$ cat src/sv/csa_pkg.sv
// Shared types and constants for the chi-square accumulator core.
package csa_pkg;

  localparam int POS_W    = 16;
  localparam int VAL_W    = 32;
  localparam int OERR_W   = 31;
  localparam int SUM_W    = 48;
  localparam int ESUM_W   = 64;
  localparam int DEN_W    = 2 * OERR_W;
  localparam int ROOT_W   = ESUM_W / 2;
  localparam int IN_DATA_W  = 144;
  localparam int OUT_DATA_W = 2 * SUM_W;
  localparam int OUT_USER_W = 2;

  // Quotient bits produced per point: chi term and error-term quotient.
  localparam int CHI_Q_W  = SUM_W;
  localparam int T_Q_W    = 32;
  localparam int CNT_W    = 6;

  localparam logic [POS_W-1:0] THRESHOLD_RESET = 16'd1536;
  localparam logic [SUM_W-1:0] SUM_MAX         = {SUM_W{1'b1}};
  localparam logic [ESUM_W-1:0] ESUM_MAX       = {ESUM_W{1'b1}};

  typedef enum logic [3:0] {
    ST_IDLE,
    ST_MUL_DEN,
    ST_MUL_A2,
    ST_MUL_AM,
    ST_DIV_INIT,
    ST_DIV,
    ST_MUL_T,
    ST_ACC,
    ST_ROOT_INIT,
    ST_ROOT,
    ST_OUT
  } csa_state_t;

endpackage

$ cat src/sv/chi_square_accumulator_core.sv
// Chi-square goodness-of-fit accumulator with bit-serial divide and square root.
// Per point: a point below the threshold or with zero error is absorbed in idle; any other point
//   runs through transfer, 3 multiply steps, divide setup, 48-step divide, square, sum.
// Result: once a last point's work ends, setup, a 32-step square root of the error sum and a
//   load follow; the result is held in an output register until taken.
// Reset (rst, synchronous): sums and flags clear, threshold returns to 6.0 (Q8.8).
module chi_square_accumulator_core (
  input  logic                            clk,
  input  logic                            rst,
  // Configuration: position threshold, unsigned Q8.8
  input  logic                            cfg_wr_en,
  input  logic [csa_pkg::POS_W-1:0]       cfg_wr_data,
  // Points in
  input  logic                            s_axis_tvalid,
  output logic                            s_axis_tready,
  // position[15:0], observed[47:16], observed_error[78:48], model_value[110:79],
  // model_error[142:111], zero[143]
  input  logic [csa_pkg::IN_DATA_W-1:0]   s_axis_tdata,
  input  logic                            s_axis_tlast,   // last_point
  // Results out
  output logic                            m_axis_tvalid,
  input  logic                            m_axis_tready,
  // chi_square[47:0], chi_square_error[95:48]
  output logic [csa_pkg::OUT_DATA_W-1:0]  m_axis_tdata,
  // saturated[0], zero_error_seen[1]
  output logic [csa_pkg::OUT_USER_W-1:0]  m_axis_tuser
);

  csa_pkg::csa_state_t state, state_next;

  // Input field unpack
  logic [csa_pkg::POS_W-1:0]  in_pos;
  logic [csa_pkg::VAL_W-1:0]  in_obs;
  logic [csa_pkg::OERR_W-1:0] in_oerr;
  logic [csa_pkg::VAL_W-1:0]  in_mod;
  logic [csa_pkg::VAL_W-1:0]  in_merr;

  assign in_pos  = s_axis_tdata[15:0];
  assign in_obs  = s_axis_tdata[47:16];
  assign in_oerr = s_axis_tdata[78:48];
  assign in_mod  = s_axis_tdata[110:79];
  assign in_merr = s_axis_tdata[142:111];

  // |obs - model| fits 32 bits; |model_error| fits 32 bits unsigned.
  logic [csa_pkg::VAL_W:0]   in_diff;
  logic [csa_pkg::VAL_W-1:0] in_a_abs;
  logic [csa_pkg::VAL_W-1:0] in_m_abs;

  assign in_diff  = {in_obs[csa_pkg::VAL_W-1], in_obs} - {in_mod[csa_pkg::VAL_W-1], in_mod};
  assign in_a_abs = in_diff[csa_pkg::VAL_W] ? csa_pkg::VAL_W'(~in_diff + 1'b1)
                                            : in_diff[csa_pkg::VAL_W-1:0];
  assign in_m_abs = in_merr[csa_pkg::VAL_W-1] ? (~in_merr + 1'b1) : in_merr;

  // Accumulator state
  logic [csa_pkg::POS_W-1:0]  threshold;
  logic [csa_pkg::SUM_W-1:0]  chi_sum;
  logic [csa_pkg::ESUM_W-1:0] error_sum;
  logic                       saturate_flag;
  logic                       zero_flag;

  logic in_xfer;
  logic in_skip;
  logic in_zero;
  assign in_xfer = s_axis_tvalid && s_axis_tready;
  assign in_skip = in_pos < threshold;
  assign in_zero = (in_oerr == '0);

  // Per-point operands
  logic [csa_pkg::VAL_W-1:0]  a_abs;
  logic [csa_pkg::VAL_W-1:0]  m_abs;
  logic [csa_pkg::OERR_W-1:0] oerr;
  logic                       last;
  logic [csa_pkg::DEN_W-1:0]  den;
  logic [2*csa_pkg::VAL_W-1:0] a2;
  logic [2*csa_pkg::VAL_W-2:0] am;    // a * m, so p = 2*a*m = am << 1

  // Serial dividers: the dividend shift register takes quotient bits in at the bottom.
  logic [csa_pkg::DEN_W-1:0]   crem;
  logic [csa_pkg::CHI_Q_W-1:0] cn;
  logic                        csat;
  logic [csa_pkg::DEN_W-1:0]   trem;
  logic [csa_pkg::T_Q_W-1:0]   tn;
  logic                        tsat;
  logic [csa_pkg::CNT_W-1:0]   cnt;
  logic [csa_pkg::ESUM_W-1:0]  eterm;

  // Serial square root
  logic [csa_pkg::ESUM_W-1:0]  sx;
  logic [csa_pkg::ROOT_W:0]    srem;
  logic [csa_pkg::ROOT_W-1:0]  root;

  // Shared 32x32 multiplier, operands picked by state
  logic [csa_pkg::VAL_W-1:0]   mul_x, mul_y;
  logic [2*csa_pkg::VAL_W-1:0] mul_p;

  always_comb begin
    case (state)
      csa_pkg::ST_MUL_DEN: begin
        mul_x = {1'b0, oerr};
        mul_y = {1'b0, oerr};
      end
      csa_pkg::ST_MUL_A2: begin
        mul_x = a_abs;
        mul_y = a_abs;
      end
      csa_pkg::ST_MUL_AM: begin
        mul_x = a_abs;
        mul_y = m_abs;
      end
      default: begin
        mul_x = tn;
        mul_y = tn;
      end
    endcase
  end

  assign mul_p = (2*csa_pkg::VAL_W)'(mul_x) * (2*csa_pkg::VAL_W)'(mul_y);

  // One restoring-division step for each quotient
  logic [csa_pkg::DEN_W:0] c_sh, c_dif, t_sh, t_dif;
  logic                    c_ge, t_ge;

  assign c_sh  = {crem, cn[csa_pkg::CHI_Q_W-1]};
  assign c_dif = c_sh - {1'b0, den};
  assign c_ge  = (c_sh >= {1'b0, den});
  assign t_sh  = {trem, tn[csa_pkg::T_Q_W-1]};
  assign t_dif = t_sh - {1'b0, den};
  assign t_ge  = (t_sh >= {1'b0, den});

  // One square-root step: bring down two radicand bits, try (root << 2) | 1.
  logic [csa_pkg::ROOT_W+2:0] s_sh, s_trial, s_dif;
  logic                       s_ge;

  assign s_sh    = {srem, sx[csa_pkg::ESUM_W-1 -: 2]};
  assign s_trial = {1'b0, root, 2'b01};
  assign s_dif   = s_sh - s_trial;
  assign s_ge    = (s_sh >= s_trial);

  // Saturation checks on the first remainder: a quotient too wide to hold.
  logic [csa_pkg::DEN_W-1:0] c_rem0, t_rem0;
  assign c_rem0 = csa_pkg::DEN_W'(a2[2*csa_pkg::VAL_W-1:csa_pkg::VAL_W]);
  assign t_rem0 = csa_pkg::DEN_W'(am[2*csa_pkg::VAL_W-2:15]);

  // Term and sum arithmetic
  logic [csa_pkg::SUM_W-1:0]  chi_term;
  logic [csa_pkg::SUM_W:0]    chi_add;
  logic [csa_pkg::ESUM_W:0]   err_add;
  assign chi_term = csat ? csa_pkg::SUM_MAX : cn;
  assign chi_add  = {1'b0, chi_sum} + {1'b0, chi_term};
  assign err_add  = {1'b0, error_sum} + {1'b0, eterm};

  logic out_load;
  logic div_done;
  logic root_done;
  assign div_done  = (cnt == csa_pkg::CNT_W'(csa_pkg::CHI_Q_W - 1));
  assign root_done = (cnt == csa_pkg::CNT_W'(csa_pkg::ROOT_W - 1));

  // State register
  always_ff @(posedge clk) begin
    if (rst) begin
      state <= csa_pkg::ST_IDLE;
    end else begin
      state <= state_next;
    end
  end

  // Next state and handshake outputs
  always_comb begin
    state_next    = state;
    s_axis_tready = 1'b0;
    out_load      = 1'b0;
    case (state)
      csa_pkg::ST_IDLE: begin
        s_axis_tready = 1'b1;
        if (s_axis_tvalid) begin
          if (!in_skip && !in_zero) begin
            state_next = csa_pkg::ST_MUL_DEN;
          end else if (s_axis_tlast) begin
            state_next = csa_pkg::ST_ROOT_INIT;
          end
        end
      end
      csa_pkg::ST_MUL_DEN:  state_next = csa_pkg::ST_MUL_A2;
      csa_pkg::ST_MUL_A2:   state_next = csa_pkg::ST_MUL_AM;
      csa_pkg::ST_MUL_AM:   state_next = csa_pkg::ST_DIV_INIT;
      csa_pkg::ST_DIV_INIT: state_next = csa_pkg::ST_DIV;
      csa_pkg::ST_DIV: begin
        if (div_done) begin
          state_next = csa_pkg::ST_MUL_T;
        end
      end
      csa_pkg::ST_MUL_T:    state_next = csa_pkg::ST_ACC;
      csa_pkg::ST_ACC: begin
        state_next = last ? csa_pkg::ST_ROOT_INIT : csa_pkg::ST_IDLE;
      end
      csa_pkg::ST_ROOT_INIT: state_next = csa_pkg::ST_ROOT;
      csa_pkg::ST_ROOT: begin
        if (root_done) begin
          state_next = csa_pkg::ST_OUT;
        end
      end
      csa_pkg::ST_OUT: begin
        // Wait until the output register is free.
        if (!m_axis_tvalid || m_axis_tready) begin
          out_load   = 1'b1;
          state_next = csa_pkg::ST_IDLE;
        end
      end
      default: state_next = csa_pkg::ST_IDLE;
    endcase
  end

  // Threshold, sums, flags and output valid
  always_ff @(posedge clk) begin
    if (rst) begin
      threshold     <= csa_pkg::THRESHOLD_RESET;
      chi_sum       <= '0;
      error_sum     <= '0;
      saturate_flag <= 1'b0;
      zero_flag     <= 1'b0;
      m_axis_tvalid <= 1'b0;
    end else begin
      if (cfg_wr_en) begin
        threshold <= cfg_wr_data;
      end

      // A point in range with zero error changes no sum.
      if (in_xfer && !in_skip && in_zero) begin
        zero_flag <= 1'b1;
      end

      if (state == csa_pkg::ST_ACC) begin
        chi_sum   <= chi_add[csa_pkg::SUM_W] ? csa_pkg::SUM_MAX : chi_add[csa_pkg::SUM_W-1:0];
        error_sum <= err_add[csa_pkg::ESUM_W] ? csa_pkg::ESUM_MAX
                                              : err_add[csa_pkg::ESUM_W-1:0];
        if (csat || tsat || chi_add[csa_pkg::SUM_W] || err_add[csa_pkg::ESUM_W]) begin
          saturate_flag <= 1'b1;
        end
      end

      // Clear the set once its result is in the output register.
      if (out_load) begin
        chi_sum       <= '0;
        error_sum     <= '0;
        saturate_flag <= 1'b0;
        zero_flag     <= 1'b0;
        m_axis_tvalid <= 1'b1;
      end else if (m_axis_tready) begin
        m_axis_tvalid <= 1'b0;
      end
    end
  end

  // Datapath: operands, products, serial divide and root
  always_ff @(posedge clk) begin
    if (in_xfer) begin
      a_abs <= in_a_abs;
      m_abs <= in_m_abs;
      oerr  <= in_oerr;
      last  <= s_axis_tlast;
    end

    case (state)
      csa_pkg::ST_MUL_DEN: den <= csa_pkg::DEN_W'(mul_p);
      csa_pkg::ST_MUL_A2:  a2  <= mul_p;
      csa_pkg::ST_MUL_AM:  am  <= mul_p[2*csa_pkg::VAL_W-2:0];
      csa_pkg::ST_DIV_INIT: begin
        // Quotient overflows when the top dividend bits already reach the divisor.
        crem <= c_rem0;
        csat <= (c_rem0 >= den);
        cn   <= {a2[csa_pkg::VAL_W-1:0], 16'b0};
        trem <= t_rem0;
        tsat <= (t_rem0 >= den);
        tn   <= {am[14:0], 17'b0};
        cnt  <= '0;
      end
      csa_pkg::ST_DIV: begin
        crem <= c_ge ? c_dif[csa_pkg::DEN_W-1:0] : c_sh[csa_pkg::DEN_W-1:0];
        cn   <= {cn[csa_pkg::CHI_Q_W-2:0], c_ge};
        // The error-term quotient is only 32 bits: hold it after its last step.
        if (cnt < csa_pkg::CNT_W'(csa_pkg::T_Q_W)) begin
          trem <= t_ge ? t_dif[csa_pkg::DEN_W-1:0] : t_sh[csa_pkg::DEN_W-1:0];
          tn   <= {tn[csa_pkg::T_Q_W-2:0], t_ge};
        end
        cnt <= cnt + 1'b1;
      end
      csa_pkg::ST_MUL_T: begin
        eterm <= tsat ? csa_pkg::ESUM_MAX : mul_p;
      end
      csa_pkg::ST_ROOT_INIT: begin
        sx   <= error_sum;
        srem <= '0;
        root <= '0;
        cnt  <= '0;
      end
      csa_pkg::ST_ROOT: begin
        sx   <= {sx[csa_pkg::ESUM_W-3:0], 2'b00};
        srem <= s_ge ? s_dif[csa_pkg::ROOT_W:0] : s_sh[csa_pkg::ROOT_W:0];
        root <= {root[csa_pkg::ROOT_W-2:0], s_ge};
        cnt  <= cnt + 1'b1;
      end
      default: begin
      end
    endcase

    if (out_load) begin
      m_axis_tdata <= {csa_pkg::SUM_W'(root), chi_sum};
      m_axis_tuser <= {zero_flag, saturate_flag};
    end
  end

endmodule
$ cat config.mk
export PLATFORM = sky130hd
export DESIGN_NAME = chi_square_accumulator_core
export DESIGN_NICKNAME = d
export VERILOG_FILES = /design/src/sv/csa_pkg.sv /design/src/sv/chi_square_accumulator_core.sv
export SDC_FILE = /design/constraint.sdc
export NUM_CORES = 2
export LEC_CHECK = 0
export ABC_AREA = 0
export BUFFER_PORTS_ARGS = -buffer_cell sky130_fd_sc_hd__buf_2
export CAP_MARGIN = 10
export CORE_UTILIZATION = 49
export DETAILED_ROUTE_END_ITERATION = 10
export MAX_ROUTING_LAYER = met4
export PLACE_DENSITY = 0.65
export SYNTH_ARGS = -nofsm -noshare
export SYNTH_HDL_FRONTEND = slang
export SYNTH_SLANG_ARGS = --single-unit
$ cat constraint.sdc
create_clock -name clk -period 37.3 [get_ports clk]
set_clock_uncertainty 0.2 [all_clocks]
set_input_delay 5.595 -clock clk [delete_from_list [all_inputs] [get_ports clk]]
set_output_delay 5.595 -clock clk [all_outputs]
set_load 0.1 [all_outputs]
==> results.tsv <==
metric	value	unit
status	completed	
TritonCTS Sinks	907	
clock slew at reported path FFs	0.06	ns
sequential area share after synthesis	29.22	%
area leader, netlist	edfxtp_1	
Num CTS Buffers	101	
Synth cell types	102	
number of vias per cell	5.888	
Nets	11290	
fin crit share	32.12	%
CP Launch Type	flop	
Slowest-stage cell, CP	o21a_1	
global route overflow	0	
Final min period	11.98	ns
cells after synthesis	9565	
Worst Path Max Fanout	86	
total track usage	31.44	%
ys async rst share	0	%
clk buf depth	3	
post_cts resized	0	
Bufs and invs on worst path	4	
Core ar.	179000	sq um
largest net degree at the start of global routing	144	
endpoints failing hold	0	
postcts setup bufs	0	
Final Setup Violations	0	
post-route ant nets	0	
flop-to-flop setup slack	25.32	ns
maximum level of the CTS H-tree	3	
Worst Setup EP	den[59]$_DFFE_PN_	
hold crit path type	reg2reg	
worst path required time	37.43	ns
R2R cell count	26	
Avg Inst Size Synth	9.262	sq um
Main synth FF type	edfxtp_1	
clock latency on the worst-skew pair	0.77	ns
starting density of the core	49.49	%
number of global-route vias before repair	71460	
CTS Hold Bufs	0	
synthesized cell area	88590	sq um
register bit total from synthesis	907	
first-pass GRT wire length	424.6	mm
DRC viols	0	
Worst-Margin Slew	1.389	ns
worst relative slew slack	7.362	%
die width	427.2	microns
Setup TNS	0	ns
Root Buffer	clkbuf_16	
IO buf count	248	
CTS tree	done	
area grow syn2layout	7.946	%
RePlAce Congestion	1.004	
drt wl/cell	23.10	microns
Ys Warns	0	
Fmax	0.08348	GHz
Max Transition Viols Final	0	
largest delay contributor family on the critical path	adder cells	
RSZ-0062 raised after global routing	no	
die area	182500	sq um
setup ws final	25.32	ns
Max-cap violations	0	
dpl hpwl	214.5	mm
cell mode on critical path	fa_1	
Crit path arrival time	12.11	ns
Crit path largest cell delay	1.02	ns
Starting DRT DRC Count	6421	
Synth area leaders	edfxtp_1 26%, fa_1 20%, ha_1 9.4%	
initial antenna violation count	21	
dpl ws	25.55	ns
Die Ht	427.2	microns
CP Capture Type	flop	
top cell type's share of synthesized area	26.17	%
Via Count	70770	
FF-to-FF Start	state[0]$_SDFFE_PP0P_	
number of synthesized flops with an enable pin	772	
r2r endpoint	den[59]$_DFFE_PN_	
Detailed Route WL	277.6	mm
Rows	155	
I/O Pins	266	
WS Path Type	reg2reg	
share of cells above drive strength 1	8.436	%
Critical Path Start	state[0]$_SDFFE_PP0P_	
CP Depth	26	
router iterations before antenna repair	6	
[sequential cells by signal (all words and copies together), names as in the netlist, 6 cells and up]
signal        flops
m_axis_tdata     80
a2               64
error_sum        64
eterm            64
sx               64
am               63
crem             62
den              62
trem             62
chi_sum          48
cn               48
srem             33
a_abs            32
m_abs            32
root             32
tn               32
oerr             31
threshold        16
cnt               6
[worst min-delay path by stage]
| stage | cells past startpoint | from | endpoint |
|---|---|---|---|
| final | 0 | zero_flag$_SDFFE_PP0P_ | m_axis_tuser[1]$_DFFE_PP_ |
| after global routing | 0 | zero_flag$_SDFFE_PP0P_ | m_axis_tuser[1]$_DFFE_PP_ |
| after CTS | 0 | zero_flag$_SDFFE_PP0P_ | m_axis_tuser[1]$_DFFE_PP_ |
| after detailed placement | 0 | zero_flag$_SDFFE_PP0P_ | m_axis_tuser[1]$_DFFE_PP_ |
| after global placement | 0 | zero_flag$_SDFFE_PP0P_ | m_axis_tuser[1]$_DFFE_PP_ |
| after floorplan | 0 | saturate_flag$_SDFFE_PP0P_ | m_axis_tuser[0]$_DFFE_PP_ |
[per-layer routing]
metal / global-route usage, % / share of wire, % / up-vias
met2: 48.53 / 45 / 2861
met3: 6.269 / 8.6 / 779
li1: - / - / 32100
met4: 14.45 / 5.4 / 0
met1: 39.81 / 41 / 35030
met5: - / 0 / -
[cells by family (layout without fill, tap and decap cells)]
logic type      Yosys count  count (layout)  synth area share, %
simple gates           2926            2926                14.57
compound gates         1963            1963                13.79
buf+inv                1674            1743                7.204
fa+ha+maj              1564            1564                29.72
flops                   907             907                29.22
xor+xnor                385             385                3.806
mux                     145             145                1.682
other cells               1              32             0.004233
[synth_stat cells (all sizes together), types with 13 or more instances]
cell type / n
a211o: 13
a211oi: 46
a21boi: 17
a21o: 302
a21oi: 593
a31oi: 50
a41oi: 16
and2: 32
and3: 67
and4: 13
buf: 71
clkbuf: 423
dfxtp: 135
edfxtp: 772
fa: 901
ha: 663
inv: 1179
mux2: 31
mux2i: 114
nand2: 1185
nand2b: 74
nand3: 90
nand4: 124
nor2: 975
nor2b: 61
nor3: 59
nor4: 36
o211ai: 33
o21a: 73
o21ai: 505
o21bai: 65
o221a: 16
o22ai: 79
o31a: 14
o31ai: 36
or2: 134
or3: 33
xnor2: 235
xor2: 150
[layout make-up]
class	instances	area [sq um]
antenna	16	40.04
clock buffer	127	2696
clock inverter	65	759.5
fill	16260	83370
inverter	1180	4431
multi-input combinational	6999	56690
sequential	907	25890
tap	2355	2947
timing repair buffer	371	2177
[worst register-to-register path, delay by kind of cell (launching register included)]
kind,cells,cell delay (ns)
AO/OA/AOI/OAI,4,1.97
XOR/XNOR,1,0.84
adder cells (fa/ha/maj),9,4.74
buffers and inverters,4,0.86
flip-flops,1,0.89
AND/OR/NAND/NOR,8,2.04
[metrics by stage]
| stage | util, % | instances | instance area (sq um) | hold slack [ns] |
|---|---|---|---|---|
| 6_report | 53.42 | 12020 | 95630 | 0.2455 |
| 5_1_grt | 53.42 | 12020 | 95620 | 0.2619 |
| 2_1_floorplan | - | 9580 | 88650 | 0.2081 |
| 4_1_cts | 53.40 | 12000 | 95590 | 0.2418 |
| 3_5_place_dp | 51.47 | 11810 | 92130 | 0.2237 |
| 3_3_place_gp | 51.47 | 11810 | 92130 | 0.2183 |
[cells in the final DEF (no fill, tap or decap), types with 124 or more instances in the layout]
| master | n |
|---|---|
| a21o_1 | 301 |
| a21oi_1 | 572 |
| buf_2 | 248 |
| dfxtp_1 | 134 |
| edfxtp_1 | 772 |
| fa_1 | 901 |
| ha_1 | 663 |
| inv_1 | 1178 |
| nand2_1 | 1182 |
| nand4_1 | 124 |
| nor2_1 | 966 |
| o21ai_0 | 474 |
| or2_2 | 133 |
| xnor2_1 | 235 |
| xor2_1 | 150 |
Power is not shown: default switching activity piles up to over one toggle a cycle in this logic, so the estimate is an artifact.
